<file path="src/rtl/tbpo_pkg.sv">
// Shared types, constants and helper functions for the triangle clip outline block.
`default_nettype none

package tbpo_pkg;

  // Default coordinate width (signed Q16.16).
  localparam int unsigned CoordWidth = 32;
  // Scale factor is unsigned Q8.8.
  localparam int unsigned ScaleWidth = 16;
  localparam int unsigned ScaleFrac = 8;
  localparam logic [ScaleWidth-1:0] ScaleReset = 16'd256;
  // Configuration register index width.
  localparam int unsigned CfgIdxWidth = 8;
  // Depth of the queue between the front and the back end.
  localparam int unsigned QueueDepth = 2;
  // Up to six outline points per triangle.
  localparam int unsigned MaxPoints = 6;

  typedef enum logic [CfgIdxWidth-1:0] {
    CFG_Z_CUT    = 8'd0,
    CFG_XY_SCALE = 8'd1
  } cfg_reg_e;

  // Point sources: a vertex, or the crossing point on the edge that starts at a vertex.
  typedef enum logic [2:0] {
    PT_V0 = 3'd0,
    PT_V1 = 3'd1,
    PT_V2 = 3'd2,
    PT_X0 = 3'd3,
    PT_X1 = 3'd4,
    PT_X2 = 3'd5
  } pt_code_e;

  // Classification of one triangle, handed from the front to the back end.
  typedef struct packed {
    logic [2:0]                 lo;
    logic [2:0]                 n;
    logic [MaxPoints-1:0][2:0]  code;
  } clip_plan_t;

  typedef enum logic [2:0] {
    BK_IDLE,
    BK_DIV,
    BK_SCALE,
    BK_CMP,
    BK_EMIT
  } back_state_e;

  function automatic pt_code_e vert_code(input logic [1:0] k);
    unique case (k)
      2'd0:    return PT_V0;
      2'd1:    return PT_V1;
      2'd2:    return PT_V2;
      default: return PT_V0;
    endcase
  endfunction

  function automatic pt_code_e cross_code(input logic [1:0] k);
    unique case (k)
      2'd0:    return PT_X0;
      2'd1:    return PT_X1;
      2'd2:    return PT_X2;
      default: return PT_X0;
    endcase
  endfunction

endpackage

`default_nettype wire

</file>
<file path="src/rtl/tbpo_fifo.sv">
// Small request queue between the front and the back end.
`default_nettype none

module tbpo_fifo #(
  parameter int unsigned Width = 8,
  parameter int unsigned Depth = tbpo_pkg::QueueDepth
) (
  input  logic             clk_i,
  input  logic             rst_ni,
  input  logic             push_valid_i,
  output logic             push_ready_o,
  input  logic [Width-1:0] push_data_i,
  output logic             pop_valid_o,
  input  logic             pop_ready_i,
  output logic [Width-1:0] pop_data_o
);

  localparam int unsigned PtrW = (Depth > 1) ? $clog2(Depth) : 1;
  localparam int unsigned CntW = $clog2(Depth + 1);

  logic [Width-1:0] mem_q [Depth];
  logic [PtrW-1:0]  wr_ptr_q, wr_ptr_d, rd_ptr_q, rd_ptr_d;
  logic [CntW-1:0]  cnt_q, cnt_d;
  logic             do_push, do_pop;

  assign push_ready_o = cnt_q != CntW'(Depth);
  assign pop_valid_o  = cnt_q != '0;
  assign pop_data_o   = mem_q[rd_ptr_q];
  assign do_push      = push_valid_i && push_ready_o;
  assign do_pop       = pop_valid_o && pop_ready_i;

  // Pointer and fill count update.
  always_comb begin
    wr_ptr_d = wr_ptr_q;
    rd_ptr_d = rd_ptr_q;
    cnt_d    = cnt_q;
    if (do_push) begin
      wr_ptr_d = (wr_ptr_q == PtrW'(Depth - 1)) ? '0 : wr_ptr_q + PtrW'(1);
    end
    if (do_pop) begin
      rd_ptr_d = (rd_ptr_q == PtrW'(Depth - 1)) ? '0 : rd_ptr_q + PtrW'(1);
    end
    if (do_push && !do_pop) begin
      cnt_d = cnt_q + CntW'(1);
    end else if (!do_push && do_pop) begin
      cnt_d = cnt_q - CntW'(1);
    end
  end

  always_ff @(posedge clk_i or negedge rst_ni) begin
    if (!rst_ni) begin
      wr_ptr_q <= '0;
      rd_ptr_q <= '0;
      cnt_q    <= '0;
    end else begin
      wr_ptr_q <= wr_ptr_d;
      rd_ptr_q <= rd_ptr_d;
      cnt_q    <= cnt_d;
    end
  end

  // Storage needs no reset.
  always_ff @(posedge clk_i) begin
    if (do_push) begin
      mem_q[wr_ptr_q] <= push_data_i;
    end
  end

endmodule

`default_nettype wire

</file>
<file path="config.mk">
export PLATFORM = sky130hd
export DESIGN_NAME = tbpo_fifo
export DESIGN_NICKNAME = d
export VERILOG_FILES = /design/src/rtl/tbpo_pkg.sv /design/src/rtl/tbpo_fifo.sv
export SDC_FILE = /design/constraint.sdc
export NUM_CORES = 1
export LEC_CHECK = 0
export BUFFER_PORTS_ARGS = -buffer_cell sky130_fd_sc_hd__buf_2
export CAP_MARGIN = 20
export CORE_AREA = 2 2 48 50
export CTS_BUF_LIST = sky130_fd_sc_hd__clkbuf_8
export DETAILED_ROUTE_END_ITERATION = 8
export DIE_AREA = 0 0 50 52
export SYNTH_ARGS = -nofsm -noshare
export SYNTH_HDL_FRONTEND = slang
export SYNTH_SLANG_ARGS = --single-unit
</file>
<file path="constraint.sdc">
create_clock -name clk_i -period 2 [get_ports clk_i]
set_clock_uncertainty 0.2 [all_clocks]
set_input_delay 0.4 -clock clk_i [delete_from_list [all_inputs] [get_ports clk_i]]
set_output_delay 0.4 -clock clk_i [all_outputs]
set_load 0.02 [all_outputs]
</file>
Word level (Yosys, flattened, before mapping)
Memories as Yosys holds them, arrays and structs flattened.
Cells that the tools add are included.
Storage, ports and cells
  logic and storage cells: 23
  bits in registers: 4
  memories: 1
  output and inout bits: 10
  RAM bits: 16
Memories
  mem_q: words 2, bits a word 8, rd ports 1, clocked after memory_dff 0, wr ports 1, line tbpo_fifo.sv:21  | logic [Width-1:0] mem_q [Depth];
Cells by class
  reductions and logical operators: 8
  multiplexer cells: 6
  add/subtract/negate cells: 4
  equal/unequal tests: 1
Operators by type and width (number)
  1-bit logical AND: 4
  1-bit 2-to-1 mux: 4
  2-bit 2-to-1 mux: 2
  2-bit nonzero test: 2
  1-bit adder, second input constant: 2
  2-bit by 1-bit adder with 2-bit output, second input constant: 1
  1-bit logical NOT: 2
  2-bit != test, second input constant: 1
  2-bit by 1-bit subtractor with 2-bit output, second input constant: 1

Logic depth before layout (Yosys ltp)
  word-level depth: 6
  depth in mapped cells: 7
  mapped depth without buffers: 7

Worst setup path after synthesis
OpenSTA, ideal clock, no wires.
  kind: reg2reg
  start: reg cnt_q[0]
  end: mem mem_q[0][0], enable pin
  required time: 1430 ps
  cell stages (with the launch flop): 4
  path slack: 385 ps
  arrival: 1045 ps
  path buffers: 0
  period minus slack after synthesis: 1615 ps
  cells stage by stage: dfrtp_1 nand2b_4 nand2_1 nor2_1
On the way
  longest elaborated chain between the ends: 4
Ends and longest elaborated chain
  start: declaration: line tbpo_fifo.sv:23  | logic [CntW-1:0] cnt_q, cnt_d;
  start signal: assignment: line tbpo_fifo.sv:58  | cnt_q <= cnt_d;
  2-bit != test: line tbpo_fifo.sv:26  | assign push_ready_o = cnt_q != CntW'(Depth);
  named net push_ready_o: line tbpo_fifo.sv:11  | output logic push_ready_o,
  1-bit logical AND: line tbpo_fifo.sv:29  | assign do_push = push_valid_i && push_ready_o;
  1-bit 2-to-1 mux: line tbpo_fifo.sv:64  | if (do_push) begin
  1-bit 2-to-1 mux (not written as such): line tbpo_fifo.sv:65  | mem_q[wr_ptr_q] <= push_data_i;
  end: declaration: line tbpo_fifo.sv:21
The timed path passes the listed nets, and every way through them passes these cells.

Worst setup path in the final report
  start: reg rd_ptr_q
  end: out pop_data_o[6]
On the way
  longest elaborated chain between the ends: 1
Ends and longest elaborated chain
  start: declaration: line tbpo_fifo.sv:22  | logic [PtrW-1:0] wr_ptr_q, wr_ptr_d, rd_ptr_q, rd_ptr_d;
  start signal: assignment: line tbpo_fifo.sv:57  | rd_ptr_q <= rd_ptr_d;
  memory 2 x 8 bit
  end: declaration: line tbpo_fifo.sv:15  | output logic [Width-1:0] pop_data_o
No other way between the ends.

==> results.txt <==
- Run status: complete, no violations
- Half-perimeter wire length after placement: 855.2 um
* Main flop type after synthesis: edfxtp_1
* Area of the die: 2600 um2
* R2R depth: 6
- Counting flops with a built-in enable in the synthesized netlist gives 16.
- For the pin with the worst max-slew slack, the measured transition is 0.3705 ns.
* Clock edge transition at the registers on the reported setup and hold paths: 0.07 ns
- Counting tap cells, the placed design contains a total of 93 instances.
- Initial DRC Count: 2
- Yosys instantiated no cell more often than edfxtp_1.
- The final layout contains 84 nets.
- Total track usage: 10.83%
- The count of final max-slew check failures came to 0.
- Floorplan die width: 50 um
- TritonCTS built the clock tree.
- Top cell types by occurrence after synthesis: 16 x edfxtp_1, 8 x mux2_2, 4 x dfrtp_1, 3 x xnor2_1
- Relative to the synthesized area, the layout overhead comes to 29.57%.
- For this run, the number of standard cells in the final layout without fillers is 98.
- DR vias: 425
* Detailed-routing iteration count for the pre-antenna-repair pass: 2
- Core outline area: 2106 um2
- Summed over all nets, wire length on met3 after detailed routing comes to 52 um.
- The first global-routing pass estimated 2007 um of wire.
- DRC violations left: 0
- 0 antenna diodes ended up in the layout.
- Endpoint type of the worst setup path: output port
- Count of cells along the worst hold path: 1
- Synthesized netlist cell count: 43
- In this run the static leakage power is 0.4177 nW.
* Cell family contributing the most delay on the critical path: flip-flops
- In this run the number of H-tree levels came out at 1.
- The netlist uses 14 different library cells.
- Number of clock buffers inserted by TritonCTS: 3
* Slowest stage delay, CP: 0.49 ns
- Ratio of final minimum period to clock period: 93.04%
- The root buffer cell chosen for the clock tree is clkbuf_8.
- CP arrival: 1.26 ns
- Effective utilization at floorplan: 37.37%
- Final setup TNS: 0 ns
- The final hold violation count is 0.
- Sinks on Clock Net: 20
* Met2 wire length: 571 um
- Critical Path Stages: 2
* Fraction of final layout cells sized beyond drive strength 1: 55.71%
- Total power for the finished layout comes to 1.608 mW.
* Unrepaired setup endpoints after global routing: no
* Leading cell types by total area after synthesis: edfxtp_1 61%, dfrtp_1 13%, mux2_2 11%, xnor2_1 3.3%, xor2_1 2.2%
- After detailed routing, the wire length on met1 is 480 um.
* Number of buffers between clock root and the deepest sink: 2
- Among all stages on the critical path, the largest delay is contributed by dfrtp_2.
* Data required time of the critical path: 1.40 ns
* Maximum clock frequency: 0.5374 GHz
- Die extent in y: 52 um
- Summed over all instances, the cell type with the most area after synthesis is edfxtp_1.
- Average cell area after synthesis: 18.30 um2
- After synthesis, flip-flops and latches occupy 73.77% of the total area.
- By startpoint and endpoint, the worst setup path is classified as reg -> out.
* I/O Pins: 22
* Fraction of post-synthesis cell area in the top cell type by area: 61.05%
* Insertion delay of the later-clocked pin in the worst-skew pair: 0.25 ns
- The worst-case IR drop observed on VDD is 0.0007213 V.
* Min cycle time layout: 1.861 ns
- After detailed routing, the average wire length per cell comes to 11.45 um.
- Synthesized net count: 56
* Share of flip-flops with an asynchronous set or reset after synthesis: 20.00%
- Routability-driven placement finished with a final weighted congestion of 0.6505.
- After synthesis the netlist holds a flip-flop and latch count of 20.
* Standard-cell row count: 17
- Pin count of the biggest net entering global routing: 13
- Via count of the first global-routing pass: 437
* Count of input and output buffers: 21
- The worst setup path is launched from a flip-flop.
- Using the TritonRoute via totals, the vias-per-cell ratio works out to 4.337.
- During synthesis, Yosys emitted a total of 0 warnings.
* Tightest slew margin relative to the limit: 75.30%
- Class of the worst hold path: in -> reg
- The synthesized netlist occupies a cell area of 787.0 um2.
* Max-cap check violation count: 0
- The number of antenna violations at the first check in global routing came to 0.
* Number of nets still failing antenna checks after routing: 0
* Cell Chain, Critical Path: mux2_2 > buf_2
* Uppermost layer routed: met4
- Dividing total power by cell area gives a power density of 1577 nW/um2.
- In this run the worst path has a maximum fanout of 9.
- Crit path buffers/inverters: 1
* Sum of routed wire length over all layers: 1122 um
* Grt ovf: 0
- Setup violations remaining at the end of the flow were counted as 0.
cell families (layout without fill, tap and decap cells):
group	count (synthesis)	in the layout	share of synthesized area, %
buffers and inverters	2	29	1.112
DFF	20	20	73.77
muxes	8	8	11.45
and+or+nand+nor	7	7	6.518
adders and majority gates	1	1	1.590
xor gates and xnor gates	5	5	5.565
worst reg2reg max path, cell delays in order, from the launching register on:
cell	delay, ns
dfrtp_1	0.42
nand2b_4	0.16
nand2_1	0.12
inv_1	0.05
ha_1	0.30
nor2_1	0.14
xor2_1	0.15
where the power goes:
part | switching (mW) | total (mW) | internal, mW | leakage (nW)
logic | 0.281 | 0.544 | 0.263 | 0.188
clock network | 0.125 | 0.391 | 0.267 | 0.0357
registers | 0.0881 | 0.673 | 0.585 | 0.194
flip-flops by register name, summed over array words and instances, names as in the netlist:
register	flops
rd_ptr_q	1
cnt_q	2
mem_q	16
wr_ptr_q	1
metrics by stage:
stage	instance area (um2)	hold WS, ns	worst slack (ns)	util (%)
2_1_floorplan	787.0	-0.09559	0.3847	-
3_3_place_gp	937.1	0.01135	0.2877	44.50
3_5_place_dp	937.1	0.01110	0.3012	44.50
4_1_cts	1018	0.1269	0.009637	48.37
5_1_grt	1020	0.1296	0.08029	48.43
6_report	1020	0.1330	0.1393	48.43
what timing repair did:
action                                  4_1_cts  5_1_grt
hold buffers                                  1        0
buffers inserted                              0        0
endpoints found under the setup margin        0        8
gates resized for setup                       0        1
hold endpoints to repair                      4        0
cells in the final DEF (no fill, tap or decap):
master / count
mux2_2: 8
edfxtp_1: 16
inv_1: 1
clkbuf_8: 3
xor2_1: 2
nor2_1: 2
dlygate4sd3_1: 1
nand2_1: 1
or2_4: 1
xnor2_1: 3
buf_4: 2
buf_2: 21
nand2b_4: 1
dfrtp_1: 3
bufinv_16: 1
ha_1: 1
dfrtp_2: 1
nand2_4: 1
and3_1: 1
routing by layer:
| layer | GRT usage, % | up-vias |
|---|---|---|
| li1 | - | 208 |
| met1 | 13.64 | 203 |
| met2 | 16.45 | 12 |
| met3 | 2.874 | 2 |
| met4 | 6.944 | 0 |
| met5 | 0 | - |
path summary, 6_finish.rpt:
path / start / end / slack [ns]
worst max-delay path: rd_ptr_q / pop_data_o[6] / 0.14
worst min register to register: wr_ptr_q / wr_ptr_q / 0.30
worst max register to register: cnt_q[0] / cnt_q[1] / 0.38
max in group asynchronous: rst_ni / rd_ptr_q / 1.20
worst min-delay path: push_data_i[3] / mem_q[0][3] / 0.13
min in group asynchronous: rst_ni / cnt_q[0] / 0.27
area by class of cell:
| type | instances | area [um2] |
|---|---|---|
| Clock buffer | 3 | 41.29 |
| Clock inverter | 1 | 30.03 |
| Fill cell | 196 | 1086 |
| Inverter | 1 | 3.754 |
| Multi-Input combinational cell | 21 | 197.7 |
| Sequential cell | 20 | 581.8 |
| Tap cell | 28 | 35.03 |
| Timing Repair Buffer | 24 | 130.1 |
(Power assumes the default switching activity.)
