[config.mk]
export PLATFORM = sky130hd
export DESIGN_NAME = tbpo_front_flat
export DESIGN_NICKNAME = d
export VERILOG_FILES = /design/src/rtl/tbpo_pkg.sv /design/src/rtl/tbpo_if.sv /design/src/rtl/tbpo_front.sv /design/src/flat_wrapper.sv
export SDC_FILE = /design/constraint.sdc
export NUM_CORES = 1
export LEC_CHECK = 0
export BUFFER_PORTS_ARGS = -buffer_cell sky130_fd_sc_hd__clkbuf_2
export CORE_AREA = 2 2 250 252
export DETAILED_ROUTE_END_ITERATION = 8
export DIE_AREA = 0 0 252 254
export MAX_ROUTING_LAYER = met4
export PLACE_DENSITY = 0.32
export SLEW_MARGIN = 20
export SYNTH_ARGS = -nofsm -noshare
export SYNTH_HDL_FRONTEND = slang
export SYNTH_SLANG_ARGS = --single-unit
[constraint.sdc]
create_clock -name vclk -period 12.5
set_input_delay 2.5 -clock vclk [all_inputs]
set_output_delay 2.5 -clock vclk [all_outputs]
set_load 0.03 [all_outputs]
[src/rtl/tbpo_pkg.sv]
// Shared types, constants and helper functions for the triangle clip outline block.
`default_nettype none

package tbpo_pkg;

  // Default coordinate width (signed Q16.16).
  localparam int unsigned CoordWidth = 32;
  // Scale factor is unsigned Q8.8.
  localparam int unsigned ScaleWidth = 16;
  localparam int unsigned ScaleFrac = 8;
  localparam logic [ScaleWidth-1:0] ScaleReset = 16'd256;
  // Configuration register index width.
  localparam int unsigned CfgIdxWidth = 8;
  // Depth of the queue between the front and the back end.
  localparam int unsigned QueueDepth = 2;
  // Up to six outline points per triangle.
  localparam int unsigned MaxPoints = 6;

  typedef enum logic [CfgIdxWidth-1:0] {
    CFG_Z_CUT    = 8'd0,
    CFG_XY_SCALE = 8'd1
  } cfg_reg_e;

  // Point sources: a vertex, or the crossing point on the edge that starts at a vertex.
  typedef enum logic [2:0] {
    PT_V0 = 3'd0,
    PT_V1 = 3'd1,
    PT_V2 = 3'd2,
    PT_X0 = 3'd3,
    PT_X1 = 3'd4,
    PT_X2 = 3'd5
  } pt_code_e;

  // Classification of one triangle, handed from the front to the back end.
  typedef struct packed {
    logic [2:0]                 lo;
    logic [2:0]                 n;
    logic [MaxPoints-1:0][2:0]  code;
  } clip_plan_t;

  typedef enum logic [2:0] {
    BK_IDLE,
    BK_DIV,
    BK_SCALE,
    BK_CMP,
    BK_EMIT
  } back_state_e;

  function automatic pt_code_e vert_code(input logic [1:0] k);
    unique case (k)
      2'd0:    return PT_V0;
      2'd1:    return PT_V1;
      2'd2:    return PT_V2;
      default: return PT_V0;
    endcase
  endfunction

  function automatic pt_code_e cross_code(input logic [1:0] k);
    unique case (k)
      2'd0:    return PT_X0;
      2'd1:    return PT_X1;
      2'd2:    return PT_X2;
      default: return PT_X0;
    endcase
  endfunction

endpackage

`default_nettype wire

[src/rtl/tbpo_if.sv]
// Valid/ready channel interfaces for triangles, segments and configuration writes.
`default_nettype none

interface tbpo_tri_if #(
  parameter int unsigned W = tbpo_pkg::CoordWidth
);
  logic                valid;
  logic                ready;
  logic signed [W-1:0] ax;
  logic signed [W-1:0] ay;
  logic signed [W-1:0] az;
  logic signed [W-1:0] bx;
  logic signed [W-1:0] by_coord;
  logic signed [W-1:0] bz;
  logic signed [W-1:0] cx;
  logic signed [W-1:0] cy;
  logic signed [W-1:0] cz;

  modport source (output valid, ax, ay, az, bx, by_coord, bz, cx, cy, cz, input ready);
  modport sink   (input valid, ax, ay, az, bx, by_coord, bz, cx, cy, cz, output ready);
endinterface


`default_nettype wire

[src/rtl/tbpo_front.sv]
// Front end: accepts triangles, classifies the vertices and plans the outline point list.
`default_nettype none

module tbpo_front #(
  parameter int unsigned W    = tbpo_pkg::CoordWidth,
  parameter int unsigned EntW = 9 * W + $bits(tbpo_pkg::clip_plan_t)
) (
  tbpo_tri_if.sink            tri_i,
  input  logic signed [W-1:0] z_cut_i,
  output logic                push_valid_o,
  input  logic                push_ready_i,
  output logic [EntW-1:0]     push_data_o
);

  logic [2:0]           lo;
  tbpo_pkg::clip_plan_t plan;

  // A vertex is kept when it lies at or below the cut.
  assign lo[0] = tri_i.az <= z_cut_i;
  assign lo[1] = tri_i.bz <= z_cut_i;
  assign lo[2] = tri_i.cz <= z_cut_i;

  // Walk each edge of the triangle in turn and list where each outline point comes from.
  always_comb begin
    logic [2:0] cnt;
    logic [1:0] j;
    plan = '0;
    cnt  = '0;
    for (int e = 0; e < 3; e++) begin
      j = (e == 2) ? 2'd0 : 2'(e + 1);
      if (lo[e]) begin
        plan.code[cnt] = tbpo_pkg::vert_code(2'(e));
        cnt = cnt + 3'd1;
      end
      if (lo[e] != lo[j]) begin
        plan.code[cnt] = tbpo_pkg::cross_code(2'(e));
        cnt = cnt + 3'd1;
      end
      if (lo[j]) begin
        plan.code[cnt] = tbpo_pkg::vert_code(j);
        cnt = cnt + 3'd1;
      end
    end
    plan.lo = lo;
    plan.n  = cnt;
  end

  assign push_valid_o = tri_i.valid;
  assign tri_i.ready  = push_ready_i;
  assign push_data_o  = {plan, tri_i.cz, tri_i.cy, tri_i.cx, tri_i.bz, tri_i.by_coord,
                         tri_i.bx, tri_i.az, tri_i.ay, tri_i.ax};

endmodule

`default_nettype wire

[src/flat_wrapper.sv]
// flat-port wrapper written by rule: the top's interface ports become plain ports
module tbpo_front_flat 
#(
  parameter int unsigned W    = tbpo_pkg::CoordWidth,
  parameter int unsigned EntW = 9 * W + $bits(tbpo_pkg::clip_plan_t)
)
  (z_cut_i, push_valid_o, push_ready_i, push_data_o, tri_i_valid, tri_i_ax, tri_i_ay, tri_i_az, tri_i_bx, tri_i_by_coord, tri_i_bz, tri_i_cx, tri_i_cy, tri_i_cz, tri_i_ready);
  tbpo_tri_if #(.W(W)) tri_i_i ();
  input  logic signed [W-1:0] z_cut_i;
  output logic push_valid_o;
  input  logic push_ready_i;
  output logic [EntW-1:0] push_data_o;
  input wire logic [$bits(tri_i_i.valid)-1:0] tri_i_valid;
  input wire logic [$bits(tri_i_i.ax)-1:0] tri_i_ax;
  input wire logic [$bits(tri_i_i.ay)-1:0] tri_i_ay;
  input wire logic [$bits(tri_i_i.az)-1:0] tri_i_az;
  input wire logic [$bits(tri_i_i.bx)-1:0] tri_i_bx;
  input wire logic [$bits(tri_i_i.by_coord)-1:0] tri_i_by_coord;
  input wire logic [$bits(tri_i_i.bz)-1:0] tri_i_bz;
  input wire logic [$bits(tri_i_i.cx)-1:0] tri_i_cx;
  input wire logic [$bits(tri_i_i.cy)-1:0] tri_i_cy;
  input wire logic [$bits(tri_i_i.cz)-1:0] tri_i_cz;
  output wire logic [$bits(tri_i_i.ready)-1:0] tri_i_ready;
  assign tri_i_i.valid = tri_i_valid;
  assign tri_i_i.ax = tri_i_ax;
  assign tri_i_i.ay = tri_i_ay;
  assign tri_i_i.az = tri_i_az;
  assign tri_i_i.bx = tri_i_bx;
  assign tri_i_i.by_coord = tri_i_by_coord;
  assign tri_i_i.bz = tri_i_bz;
  assign tri_i_i.cx = tri_i_cx;
  assign tri_i_i.cy = tri_i_cy;
  assign tri_i_i.cz = tri_i_cz;
  assign tri_i_ready = tri_i_i.ready;
  tbpo_front #(.W(W), .EntW(EntW)) u_core (.tri_i(tri_i_i), .z_cut_i(z_cut_i), .push_valid_o(push_valid_o), .push_ready_i(push_ready_i), .push_data_o(push_data_o));
endmodule
; After elaboration in Yosys (flattened, before gate mapping)
; Cells that the tools add are included.
[totals]
regBits = 0
in_bits = 322
elab_cells = 85
[op_classes]
n_addsub = 8
n_lt_le_gt_ge = 19
n_eq_ne = 3
n_mux = 46
n_bitwise = 1
reduce_logical = 8
[ops]
columns = operator, count
row1 = $mux 18, 8
row2 = $bwmux 18, 7
row3 = $le 32x32->1, 3
row4 = $demux 3 s3, 8
row5 = $mux 3, 22
row6 = $lt 3x4->1 const B, 7
row7 = $add 3x1->3 const B, 7
row8 = $ge 3x1->1 const B, 7
row9 = $and 18x18->18, 1
row10 = $logic_and 1x1->1, 8
row11 = $lt 1x4->1 const B, 1
row12 = $ne 1x1->1, 3
row13 = $add 1x1->2 const B, 1
row14 = $ge 1x1->1 const B, 1
row15 = $mux 1, 1

; Logic depth before layout (Yosys ltp)
[depth]
word_depth = 22
mapped_depth = 24
depth_no_buf = 21

; Worst setup path before layout
; Ideal clock, no wire load.
[synth_timing]
path_kind = input to output
start = input z_cut_i[14]
end = output push_data_o[295]
arrival_time_ns = 7.801
required_ns = 10.000
slack_ns = 2.199
cell_stages = 22
path_buffers = 4
cell_sequence = inv_1 -> ha_1 -> a21oi_1 -> nand2_1 -> a221o_1 -> o31a_1 -> o221a_2 -> or2_2 -> buf_6 -> ha_1 -> buf_1 -> nor3_1 -> a221o_1 -> buf_2 -> xnor2_1 -> ha_1 -> o21ai_0 -> o2111a_1 -> o21ai_2 -> buf_2 -> a31oi_1 -> a211oi_1
[synth_between]
elab_chain_cells = 22
elab_cells_between_ends = 77
[synth_rtl]
columns = item, line_no
row1 = "start, declared", flat_wrapper.sv:9  ; input logic signed [W-1:0] z_cut_i;
row2 = $le 32x32->1, tbpo_front.sv:19  ; assign lo[0] = tri_i.az <= z_cut_i;
row3 = $mux 1, tbpo_front.sv:31  ; if (lo[e]) begin
row4 = "$add 1x1->2, or another cell as far along", tbpo_front.sv:37  ; cnt = cnt + 3'd1;
row5 = $mux 3 / $logic_and 1x1->1 (equally long branches), "tbpo_front.sv:35, tbpo_front.sv:36"
row6 = "$add 3x1->3, or another cell as far along", tbpo_front.sv:41  ; cnt = cnt + 3'd1;
row7 = "$mux 3, or another cell as far along", tbpo_front.sv:39  ; if (lo[j]) begin
row8 = "$add 3x1->3, or another cell as far along", tbpo_front.sv:33  ; cnt = cnt + 3'd1;
row9 = "$mux 3, or another cell as far along", tbpo_front.sv:31
row10 = [6 not listed], -
row11 = "$add 3x1->3, or another cell as far along", tbpo_front.sv:37
row12 = "$mux 3, or another cell as far along", tbpo_front.sv:35  ; if (lo[e] != lo[j]) begin
row13 = "$lt 3x4->1 (implied by the code), or another cell as far along", tbpo_front.sv:40  ; plan.code[cnt] = tbpo_pkg::vert_code(j);
row14 = "$logic_and 1x1->1 (implied by the code), or another cell as far along", tbpo_front.sv:40
row15 = $mux 3 (implied by the code) / $bwmux 18 (equally long branches), "tbpo_front.sv:40, tbpo_front.sv:36"
row16 = $demux 3 s3 / $mux 18 (equally long branches), -
row17 = $bwmux 18, tbpo_front.sv:40
row18 = $mux 18 *, tbpo_front.sv:39
row19 = "end, declared", flat_wrapper.sv:12  ; output logic [EntW-1:0] push_data_o;
; Mark *: on every way between the ends. The rest lies on a longest branch, timed or not.

; Final worst setup path
[layout_timing]
start = input z_cut_i[11]
end = output push_data_o[305]
; The elaborated chain is that of the path after synthesis.

==> reports/qor.txt <==
outcome = finished clean
final non-filler cell area = 5289 um2
# IOs = 636
Post-Place Worst Slack = 0.8160 ns
core area = 61260 um2
hold_ws = 5.000 ns
total power = 456.0 uW
Detailed Routing Iterations Pass 1 = 4
initial DRC count = 144
Synth Cell Area = 5268 um2
port buffer count = 248
layout cell share with drive strength beyond 1 = 40.15%
die area = 64010 um2
Leak = 2.559 nW
Critical Path RT = 10.00 ns
Worst Hold Class = input pin to output pin
DR DRC count = 0
Placer Congestion = 0.7584
vias in the first global route = 4456
Initial Utilization = 8.599%
Most Used Layer, Global Route = met2
slew margin rel. = 30.39%
sequential cell area = 0 um2
Syn Nets = 1132
Post-CTS Resized = 0
cell count after synthesis = 705
grt ovf = 0
final setup violation count = 0
Fmax = 87.70 MHz
crit start category = input pin
initial antenna violation count = 0
GR Util met1 = 7.806%
Pwr Density = 86.23 nW/um2
GR Layer Usage met2 = 12.21%
Vias/cell = 3.041
synth cell count leaders = buf_4, ha_1, a21oi_1
top cells by area, synth = buf_4, ha_1, a21oi_1, inv_1, nand4_1
Area after DPL = 5286 um2
Area Overhead vs Synth = 0.4038%
drt total wl = 23420 um
syn_area_per_cell = 7.472 um2
Hold Violations, Final = 0
Vias = 4397
Die Width = 252 um
unrepaired setup endpoints after global routing = no
final net count = 1084
row count = 91
total track usage = 7.069%
chip height = 254 um
critical path endpoint category = output pin
Slew @ Worst Pin = 1.035 ns
Yosys cell types = 59
type of the worst setup path = input pin to output pin
Max-cap violations = 0
setup repair bufs after CTS = 0
utilization after layout = 8.634%
Synth top area share = 41.47%
first-pass GRT wire length = 31680 um
final setup TNS = 0 ns
Max IR drop VDD = 43.24 uV
placed cells = 1445
sequential share of the synthesized area = 0%
post-synth top area cell = buf_4
fin worst setup slack = 1.097 ns
CP arrival = 8.90 ns
fillers = 7233
seq_cells = 0
total number of yosys warnings = 0
minimum clock period = 11.40 ns
most frequent cell after synthesis = buf_4
clock buf count = 0
met3 Usage GRT = 1.731%
crit path max fanout = 15
post-route ant nets = 0
final critical-path share of the clock period = 91.22%
max-slew violation count = 0
drt wl/cell = 16.20 um
hpwl dp = 21810 um
largest net degree at the start of global routing = 16
hold path depth = 0
Layout Cells excl Fill = 1446
hold_buf cts = 0
==> cell type report <==
| type | instances | area [um2] | area share [%] |
|---|---|---|---|
| multi-input combinational | 360 | 2869 | 54.25 |
| timing repair buffer | 251 | 1264 | 23.89 |
| inverter | 44 | 165.2 | 3.123 |
| antenna | 1 | 2.502 | 0.04731 |
| tap | 790 | 988.4 | 18.69 |
==> critical path, stage by stage <==
cell and delay, ns:
clkbuf_2 0.08, inv_1 0.07, ha_1 0.32, nand4_1 0.16, nor4_1 0.74, a21boi_0 0.28, o31a_1 0.18, nor3_1 0.08
or2_2 0.44, ha_1 0.52, o41ai_1 0.72, a221o_1 0.41, xnor2_1 0.34, ha_1 0.31, inv_1 0.06, a222oi_1 0.47
o21ai_2 0.31, or3_1 0.53, o21ai_1 0.13, clkbuf_2 0.23
==> power breakdown <==
part           switching [mW]  internal [mW]
logic                   0.312          0.144
registers                   0              0
clock network               0  0.00000000547
total                   0.312          0.144
==> metal layers <==
| layer | routed length (um) | vias up |
|---|---|---|
| met5 | 0 | - |
| met4 | 1057 | 0 |
| met3 | 1823 | 92 |
| met2 | 11150 | 283 |
| met1 | 9393 | 1940 |
| li1 | - | 2082 |
==> path summary, 6_finish.rpt <==
check / from / to / slack [ns]
worst max-delay path: z_cut_i[11] / push_data_o[305] / 1.10
worst min-delay path: tri_i_bx[12] / push_data_o[108] / 5.00
==> cell usage in the layout (no fill, tap or decap), types with 3 or more instances in the layout <==
master and instances:
o21ai_0 13, ha_1 105, nor4_1 6, o21ai_1 3, o211ai_1 5, nor2_1 19, a21oi_1 47, a211oi_1 3
nor3_1 11, a221o_1 4, nand2_1 30, nand3_1 18, a21o_1 6, or2_2 3, nand4_1 23, inv_1 44
and2_1 3, or3_1 3, nor2b_1 4, xnor2_1 7, clkbuf_2 248, buf_4 3
==> cell families after synthesis <==
logic type / share of synthesized area [%]
buffers and inverters: 45.53
xor gates and xnor gates: 1.330
muxes: 0.5938
and+or+nand+nor: 12.07
adders and majority gates: 24.94
AOI/OAI and AO/OA: 15.53
Power figures use the tool's default switching activity.
